<file path="src/rtl/core/interval_overlap_merge_macros.svh">
// Assertion macros shared by the interval merge RTL.
`ifndef INTERVAL_OVERLAP_MERGE_MACROS_SVH
`define INTERVAL_OVERLAP_MERGE_MACROS_SVH

// Same-cycle implication, sampled on clk, off while rst_n is low.
`define IOM_ASSERT_NOW(lbl, ante, cons, msg) \
    lbl: assert property (@(posedge clk) disable iff (!rst_n) (ante) |-> (cons)) \
        else $error(msg);

// Next-cycle implication, sampled on clk, off while rst_n is low.
`define IOM_ASSERT_NEXT(lbl, ante, cons, msg) \
    lbl: assert property (@(posedge clk) disable iff (!rst_n) (ante) |=> (cons)) \
        else $error(msg);

`endif

</file>
<file path="src/rtl/core/iom_pkg.sv">
// Shared types and constants for the interval merge block.
package iom_pkg;

    localparam int MAX_REGIONS = 32;
    localparam int INDEX_BITS  = 16;
    localparam int FIELD_W     = 16;
    localparam int TDATA_W     = 2 * FIELD_W;
    localparam int IDX_W       = $clog2(MAX_REGIONS);
    localparam int CNT_W       = $clog2(MAX_REGIONS + 1);

    // indices narrower than the field keep only their low INDEX_BITS bits
    localparam logic [FIELD_W-1:0] INDEX_MASK =
        (INDEX_BITS >= FIELD_W) ? {FIELD_W{1'b1}} : FIELD_W'((64'd1 << INDEX_BITS) - 64'd1);

    typedef struct packed {
        logic [FIELD_W-1:0] end_idx;
        logic [FIELD_W-1:0] start_idx;
    } entry_t;

    typedef struct packed {
        logic   hit;
        entry_t merged;
    } union_res_t;

    typedef enum logic [1:0] {
        ST_IDLE,
        ST_SCAN,
        ST_APPEND,
        ST_EMIT
    } state_t;

endpackage

</file>
<file path="src/rtl/core/iom_union.sv">
// Overlap test and union of one stored entry with the incoming interval.
module iom_union (
    input  iom_pkg::entry_t             stored,
    input  logic [iom_pkg::FIELD_W-1:0] lo,
    input  logic [iom_pkg::FIELD_W-1:0] hi,
    output iom_pkg::union_res_t         res
);

    always_comb
    begin
        res.hit              = (stored.start_idx <= hi) && (stored.end_idx >= lo);
        res.merged.start_idx = (lo < stored.start_idx) ? lo : stored.start_idx;
        res.merged.end_idx   = (hi > stored.end_idx) ? hi : stored.end_idx;
    end

endmodule

</file>
<file path="src/rtl/core/interval_overlap_merge.sv">
// Interval merge top level: table memory, scan/append/emit sequencer, output register.
// Scan: the single read port walks the held entries in order (count = entries held);
// an item merges into the first it overlaps, else is appended. New items wait for idle.
// Emission: each merged interval takes a memory read, then an output register load.
// Reset: rst_n async low clears count, overflow flag, sequencer and output valid.
// Table memory is not cleared; only entries below the count are ever read.
`include "interval_overlap_merge_macros.svh"

module interval_overlap_merge (
    input  logic                         clk,
    input  logic                         rst_n,
    input  logic                         s_axis_tvalid,
    output logic                         s_axis_tready,
    input  logic [iom_pkg::TDATA_W-1:0]  s_axis_tdata,   // region_start, region_end
    input  logic                         s_axis_tlast,   // final_item
    output logic                         m_axis_tvalid,
    input  logic                         m_axis_tready,
    output logic [iom_pkg::TDATA_W-1:0]  m_axis_tdata,   // merged_start, merged_end
    output logic                         m_axis_tlast,   // end_of_list
    output logic                         m_axis_tuser    // table_overflow
);

    localparam int FW = iom_pkg::FIELD_W;
    localparam int IW = iom_pkg::IDX_W;
    localparam int CW = iom_pkg::CNT_W;

    // sequencer and control state
    iom_pkg::state_t state_reg, state_next;
    logic [CW-1:0]   count_reg, count_next;
    logic            ovf_reg, ovf_next;
    logic [CW-1:0]   rd_idx_reg, rd_idx_next;   // next entry to read
    logic            cmp_vld_reg, cmp_vld_next; // read data valid this cycle
    logic            m_valid_reg, m_valid_next;

    // payload registers
    logic [IW-1:0]   cmp_idx_reg, cmp_idx_next; // entry whose data is on rd_data_reg
    logic [FW-1:0]   lo_reg, lo_next;
    logic [FW-1:0]   hi_reg, hi_next;
    logic            last_reg, last_next;
    logic [FW-1:0]   m_start_reg, m_end_reg;
    logic            m_last_reg, m_ovf_reg;

    // table memory, one read port and one write port
    iom_pkg::entry_t mem [iom_pkg::MAX_REGIONS];
    iom_pkg::entry_t rd_data_reg;
    logic            rd_en;
    logic [IW-1:0]   rd_addr;
    logic            wr_en;
    logic [IW-1:0]   wr_addr;
    iom_pkg::entry_t wr_data;

    iom_pkg::union_res_t ures;
    logic                cmp_last;   // entry on the read port is the last valid one
    logic                out_load;
    logic                out_free;

    iom_union u_union (
        .stored (rd_data_reg),
        .lo     (lo_reg),
        .hi     (hi_reg),
        .res    (ures)
    );

    assign cmp_last = (CW'(cmp_idx_reg) == (count_reg - CW'(1)));
    assign out_free = !m_valid_reg || m_axis_tready;

    // Reads and writes never touch the same entry in one cycle: a write only
    // ends a scan or an append, and the next read comes after it.
    always_ff @(posedge clk)
    begin
        if (wr_en)
        begin
            mem[wr_addr] <= wr_data;
        end
        if (rd_en)
        begin
            rd_data_reg <= mem[rd_addr];
        end
    end

    always_comb
    begin
        state_next   = state_reg;
        count_next   = count_reg;
        ovf_next     = ovf_reg;
        rd_idx_next  = rd_idx_reg;
        cmp_vld_next = cmp_vld_reg;
        cmp_idx_next = cmp_idx_reg;
        lo_next      = lo_reg;
        hi_next      = hi_reg;
        last_next    = last_reg;
        rd_en        = 1'b0;
        rd_addr      = rd_idx_reg[IW-1:0];
        wr_en        = 1'b0;
        wr_addr      = cmp_idx_reg;
        wr_data      = ures.merged;
        out_load     = 1'b0;
        s_axis_tready = 1'b0;

        unique case (state_reg)
            iom_pkg::ST_IDLE:
            begin
                s_axis_tready = 1'b1;
                if (s_axis_tvalid)
                begin
                    lo_next      = s_axis_tdata[FW-1:0] & iom_pkg::INDEX_MASK;
                    hi_next      = s_axis_tdata[2*FW-1:FW] & iom_pkg::INDEX_MASK;
                    last_next    = s_axis_tlast;
                    rd_idx_next  = '0;
                    cmp_vld_next = 1'b0;
                    state_next   = (count_reg == '0) ? iom_pkg::ST_APPEND : iom_pkg::ST_SCAN;
                end
            end

            iom_pkg::ST_SCAN:
            begin
                // reads stream out one per cycle; each is compared in the cycle after its read
                if (cmp_vld_reg && ures.hit)
                begin
                    wr_en        = 1'b1;
                    rd_idx_next  = '0;
                    cmp_vld_next = 1'b0;
                    state_next   = last_reg ? iom_pkg::ST_EMIT : iom_pkg::ST_IDLE;
                end
                else
                begin
                    rd_en        = (rd_idx_reg < count_reg);
                    rd_idx_next  = rd_idx_reg + CW'(rd_en);
                    cmp_vld_next = rd_en;
                    cmp_idx_next = rd_idx_reg[IW-1:0];
                    if (cmp_vld_reg && cmp_last)
                    begin
                        state_next = iom_pkg::ST_APPEND;
                    end
                end
            end

            iom_pkg::ST_APPEND:
            begin
                if (count_reg < CW'(iom_pkg::MAX_REGIONS))
                begin
                    wr_en      = 1'b1;
                    wr_addr    = count_reg[IW-1:0];
                    wr_data    = '{end_idx: hi_reg, start_idx: lo_reg};
                    count_next = count_reg + CW'(1);
                end
                else
                begin
                    ovf_next = 1'b1;   // table full, interval dropped
                end
                rd_idx_next  = '0;
                cmp_vld_next = 1'b0;
                state_next   = last_reg ? iom_pkg::ST_EMIT : iom_pkg::ST_IDLE;
            end

            iom_pkg::ST_EMIT:
            begin
                if (cmp_vld_reg)
                begin
                    out_load     = 1'b1;
                    cmp_vld_next = 1'b0;
                    if (cmp_last)
                    begin
                        count_next = '0;
                        ovf_next   = 1'b0;
                        state_next = iom_pkg::ST_IDLE;
                    end
                end
                else if ((rd_idx_reg < count_reg) && out_free)
                begin
                    // output register is empty by the time this data lands
                    rd_en        = 1'b1;
                    rd_idx_next  = rd_idx_reg + CW'(1);
                    cmp_vld_next = 1'b1;
                    cmp_idx_next = rd_idx_reg[IW-1:0];
                end
            end

            default:
            begin
                state_next = iom_pkg::ST_IDLE;
            end
        endcase

        if (out_load)
        begin
            m_valid_next = 1'b1;
        end
        else if (m_axis_tready)
        begin
            m_valid_next = 1'b0;
        end
        else
        begin
            m_valid_next = m_valid_reg;
        end
    end

    always_ff @(posedge clk or negedge rst_n)
    begin
        if (!rst_n)
        begin
            state_reg   <= iom_pkg::ST_IDLE;
            count_reg   <= '0;
            ovf_reg     <= 1'b0;
            rd_idx_reg  <= '0;
            cmp_vld_reg <= 1'b0;
            m_valid_reg <= 1'b0;
        end
        else
        begin
            state_reg   <= state_next;
            count_reg   <= count_next;
            ovf_reg     <= ovf_next;
            rd_idx_reg  <= rd_idx_next;
            cmp_vld_reg <= cmp_vld_next;
            m_valid_reg <= m_valid_next;
        end
    end

    always_ff @(posedge clk)
    begin
        cmp_idx_reg <= cmp_idx_next;
        lo_reg      <= lo_next;
        hi_reg      <= hi_next;
        last_reg    <= last_next;
        if (out_load)
        begin
            m_start_reg <= rd_data_reg.start_idx;
            m_end_reg   <= rd_data_reg.end_idx;
            m_last_reg  <= cmp_last;
            m_ovf_reg   <= ovf_reg;
        end
    end

    assign m_axis_tvalid = m_valid_reg;
    assign m_axis_tdata  = {m_end_reg, m_start_reg};
    assign m_axis_tlast  = m_last_reg;
    assign m_axis_tuser  = m_ovf_reg;

    `IOM_ASSERT_NOW(a_count_range, 1'b1, count_reg <= CW'(iom_pkg::MAX_REGIONS), "entry count above table depth")
    `IOM_ASSERT_NOW(a_write_state, wr_en, (state_reg == iom_pkg::ST_SCAN) || (state_reg == iom_pkg::ST_APPEND), "table write outside scan or append")
    `IOM_ASSERT_NOW(a_read_bound, rd_en, rd_idx_reg < count_reg, "table read beyond valid entries")
    `IOM_ASSERT_NOW(a_no_overwrite, out_load, !m_valid_reg, "emit load over a pending transaction")
    `IOM_ASSERT_NEXT(a_emit_done, out_load && cmp_last, (count_reg == '0) && !ovf_reg && (state_reg == iom_pkg::ST_IDLE), "table not cleared after last emit")

endmodule

</file>
<file path="config.mk">
export PLATFORM = sky130hd
export DESIGN_NAME = interval_overlap_merge
export DESIGN_NICKNAME = d
export VERILOG_FILES = /design/src/rtl/core/iom_pkg.sv /design/src/rtl/core/iom_union.sv /design/src/rtl/core/interval_overlap_merge.sv
export VERILOG_INCLUDE_DIRS = /design/src /design/src/rtl/core
export SDC_FILE = /design/constraint.sdc
export NUM_CORES = 1
export LEC_CHECK = 0
export BUFFER_PORTS_ARGS = -buffer_cell sky130_fd_sc_hd__buf_4
export CORE_MARGIN = 2
export CORE_UTILIZATION = 66
export DETAILED_ROUTE_END_ITERATION = 10
export PLACE_DENSITY = 0.85
export SLEW_MARGIN = 20
export SYNTH_ARGS = -nofsm -noshare
export SYNTH_HDL_FRONTEND = slang
export SYNTH_SLANG_ARGS = --single-unit
</file>
<file path="constraint.sdc">
create_clock -name clk -period 7.52 [get_ports clk]
set_clock_uncertainty 0.05 [all_clocks]
set_input_delay 1.504 -clock clk [delete_from_list [all_inputs] [get_ports clk]]
set_output_delay 1.504 -clock clk [all_outputs]
set_load 0.005 [all_outputs]
</file>
==> impl.org <==
** Timing
- Headroom to the max-slew limit :: 19.9%
- Setup violations remaining at the end of the flow were counted as 0.
- The final-report max-slew violation count came to 0.
- Based on the critical path, the design can be clocked at up to 210 MHz.
- For the pin with the worst max-slew slack, the measured transition is 1200 ps.
- Time the final worst path needs with I/O delays and setup :: 4760 ps
- Setup repair after global routing left no endpoint under its margin.
- The worst path uses 63.3% of the clock period.
- The final-report hold violation count came to 0.
- Total Negative Setup Slacks :: 0 ps

** Power and ir drop
- Power spread over the standard cell area amounts to 406 nW/um2.
- Combinational cell fraction of total power :: 29.3%
- In this run the static leakage power is 0.0168 uW.
- The analysis attributes to net switching a power of 6970 uW.
- Power Internal :: 14000 uW
- The share of total power dissipated in sequential elements is 44.8%.
- Switching part of the total power :: 33.2%
- Max IR drop VDD :: 0.296 mV
- The clock network accounts for 25.9% of the total power.
- Total power consumption of the routed design :: 21000 uW

** Critical path
- Critical path data arrival time :: 5010 ps
- Reg2reg end :: mem[31][19]
- Startpoint Class :: register
- The critical path is of the reg -> reg type.
- Register-to-Register Setup Slack :: 2760 ps
- Reg2reg path depth :: 10
- In this run the worst path has a maximum fanout of 25.
- At the worst endpoint, the required time is 7770 ps.
- Startpoint of the worst-slack reg-to-reg timing path :: hi_reg[14]
- For this run, the slowest stage of the critical path takes 830 ps.
- Standard cell with the maximum stage delay on the critical path :: nor3_2
- CP Capture Type :: register
- Startpoint of the most critical setup path :: hi_reg[14]
- Critical path cell sequence :: inv_1 -> ha_1 -> nand3_1 -> or4_4 -> nor3_2 -> a211o_1 -> nand4_4 -> o22a_1 -> nor3_2 -> buf_4
- Cell mode on critical path :: nor3_2

** Layout
- Commonest cells after routing, fill and taps aside :: edfxtp_1 (1128), mux4_2 (320), nand2_1 (156)
- Most common library cell in the layout ignoring fill and taps :: edfxtp_1
- For this run, the post-layout net count is 2519.
- Max FFs per register :: 1024
- Post-Layout Cell Count :: 3426
- After filler insertion, the fill cell instance count of the layout stands at 3501.
- Core occupancy in the finished layout :: 75.0%
- In the final layout, flip-flops and latches occupy 34300 um2.
- Layout cells sized above 1 :: 27.7%
- Multi-input combinational cell area :: 11400 um2
- Layout overhead on the synthesized area :: 12.0%

** Routing
- Ratio of routed vias to standard cells :: 7.55
- The first detailed-routing pass took 7 iterations.
- Wire length reported by the detailed router :: 134 mm
- The detailed router used layers up to and including met5.
- In this run the remaining antenna-violating nets after routing total 0.
- Number of design-rule violations left by the first detailed-router iteration :: 5292
- After detailed routing, the number of remaining DRC violations is 0.
- Met2 wire length :: 62.4 mm
- Avg WL per Cell :: 39.0 um
- The routed design uses 19.7 mm of met3 wire.
- Total via count after detailed routing :: 25900
- M1 WL :: 42.8 mm

** GRT
- Global-route wire length before repair :: 188 mm
- GRT Residual Overflow :: 0
- Initial antenna violation count :: 10
- Maximum number of pins on one net before global-route repair :: 161
- The number of global-route vias before repair is 25900.
- In the global route stage, overall resource usage came out at 38.0%.

** Synthesis
- Commonest register cell after synthesis :: edfxtp_1
- Summed over all instances, the cell type with the most area after synthesis is edfxtp_1.
- Top cells by area, synth :: edfxtp_1 (73%), mux4_2 (16%), ha_1 (2.1%)
- Share of the synthesized area in the top cell type :: 73.4%
- Sequential elements use 74.3% of the synthesized area.
- Post-Synthesis Mean Instance Area :: 20.4 um2
- Synth warn :: 0
- The number of nets handed over by synthesis was 2379.
- Unique masters post-synth :: 58
- After synthesis the netlist holds a flip-flop and latch count of 1145.
- Synthesis handed over a netlist of 2265 instances.
- Synth async-reset ratio :: 1.48%
- After synthesis the cells add up to 46200 um2.
- Counting flops with a built-in enable in the synthesized netlist gives 1128.

** Worst hold path
- The worst hold path passes through 0 cells.
- Class of the worst hold path :: reg -> reg
- The worst hold path begins at ovf_reg.
- The worst hold path terminates at m_axis_tuser.

** Place
- Number of port buffers :: 72
- In this run, placement finished with an instance count of 3226.
- The HPWL after detailed placement is 67.7 mm.
- Weighted congestion at the end of routability-driven global placement :: 0.997

** Die
- Die W :: 268 um
- The initialized floorplan defines 96 standard-cell rows.
- The die covers 72100 um2.
- The floorplan step set the die height to 268 um.
- Core area :: 68900 um2
- Initial core utilization :: 66.9%
- During I/O placement, the number of pins put on the boundary was 73.

** CTS
- Clock insertion delay at the later pin of the skew report :: 710 ps
- In this run, CTS created clock tree buffers numbering 106.
- TritonCTS clock tree :: yes
- CTS sink count :: 1145
- Total setup buffers inserted after CTS :: 0
- After clock tree synthesis, the clock-pin slew on the worst setup and hold paths is 80 ps.
- The clock passes through at most 3 buffers.
- Root Buffer :: clkbuf_16
- In this run, post-CTS hold repair placed 0 buffers.
- PostCTS Resize Cnt :: 0
- The H-tree was split into 3 levels.

** Run
- The tool flagged a number of max-cap violations equal to 0.

** Outcome
- The run finished with clean final reports.
[cell type report]
class                           count  area share (%)
Tap cell                          931            2.25
Multi-Input combinational cell    919            22.0
Inverter                           85           0.617
Clock inverter                     77            1.29
Antenna cell                        1         0.00484
Clock buffer                      120            5.27
Sequential cell                  1145            66.4
Timing Repair Buffer              148            2.22
[worst max-delay path: cells and delay by family, from the launching register on]
kind | cells | cell delay (ps)
compound gates | 2 | 790
flops | 1 | 430
fa+ha+maj | 1 | 350
simple gates | 5 | 1970
buf+inv | 2 | 730
[per-stage QoR]
step | hold WS [ps] | instance area, um2 | worst slack [ps]
6_report | 441 | 51700 | 2760
5_1_grt | 459 | 51700 | 2710
2_1_floorplan | 391 | 46200 | 2470
4_1_cts | 438 | 51600 | 2890
3_3_place_gp | 410 | 48200 | 3290
3_5_place_dp | 421 | 48200 | 3010
[per-layer routing]
| layer | GRT usage [%] | up-vias |
|---|---|---|
| li1 | - | 9643 |
| met2 | 58.7 | 2602 |
| met1 | 50.3 | 13000 |
| met4 | 19.8 | 14 |
| met5 | 0 | - |
| met3 | 10.9 | 579 |
[worst max path at each step]
| stage | end | slack [ps] | cells after the start |
|---|---|---|---|
| 2_1_floorplan | mem[10][0] | 2470 | 9 |
| 3_3_place_gp | mem[31][27] | 3290 | 9 |
| 3_5_place_dp | mem[31][27] | 3010 | 9 |
| 4_1_cts | mem[31][19] | 2890 | 10 |
| 5_1_grt | mem[31][19] | 2710 | 10 |
| 6_report | mem[31][19] | 2760 | 10 |
[kinds of logic (layout without fill, tap and decap cells)]
group | Yosys count | count (layout) | share of synthesized area, %
buffers and inverters | 201 | 430 | 1.72
multiplexers | 322 | 322 | 15.7
AO/OA/AOI/OAI | 185 | 185 | 2.88
AND/OR/NAND/NOR | 331 | 331 | 3.27
adder cells (fa/ha/maj) | 77 | 77 | 2.09
XOR/XNOR | 4 | 4 | 0.0759
flip-flops | 1145 | 1145 | 74.3
other | 0 | 1 | 0
[Yosys cell counts (5+ instances only)]
| cell type | n |
|---|---|
| a21o_1 | 11 |
| o21ai_0 | 27 |
| o211ai_1 | 19 |
| buf_2 | 25 |
| o21ai_1 | 5 |
| nor3_1 | 47 |
| a211o_1 | 17 |
| buf_1 | 14 |
| ha_1 | 77 |
| and3_1 | 6 |
| nand2_1 | 157 |
| edfxtp_1 | 1128 |
| a31oi_1 | 5 |
| nand2b_1 | 6 |
| nand3_1 | 49 |
| a21oi_1 | 27 |
| dfrtp_1 | 17 |
| and2_1 | 5 |
| nand4_1 | 11 |
| nor2_1 | 32 |
| clkbuf_1 | 76 |
| inv_1 | 83 |
| a211oi_1 | 6 |
| nor2b_1 | 6 |
| a22oi_1 | 16 |
| mux4_2 | 320 |
| o2111ai_1 | 17 |
[power groups by stage]
stage / sequential (uW) / combinational [uW] / clock [uW]
global route: 9420 / 6370 / 5650
finish: 9400 / 6140 / 5440
global placement: 9500 / 5260 / 0
detailed placement: 9550 / 5540 / 0
floorplan: 9300 / 3740 / 0
CTS: 9420 / 5810 / 5440
No activity file was read; power rests on OpenSTA's default activity.
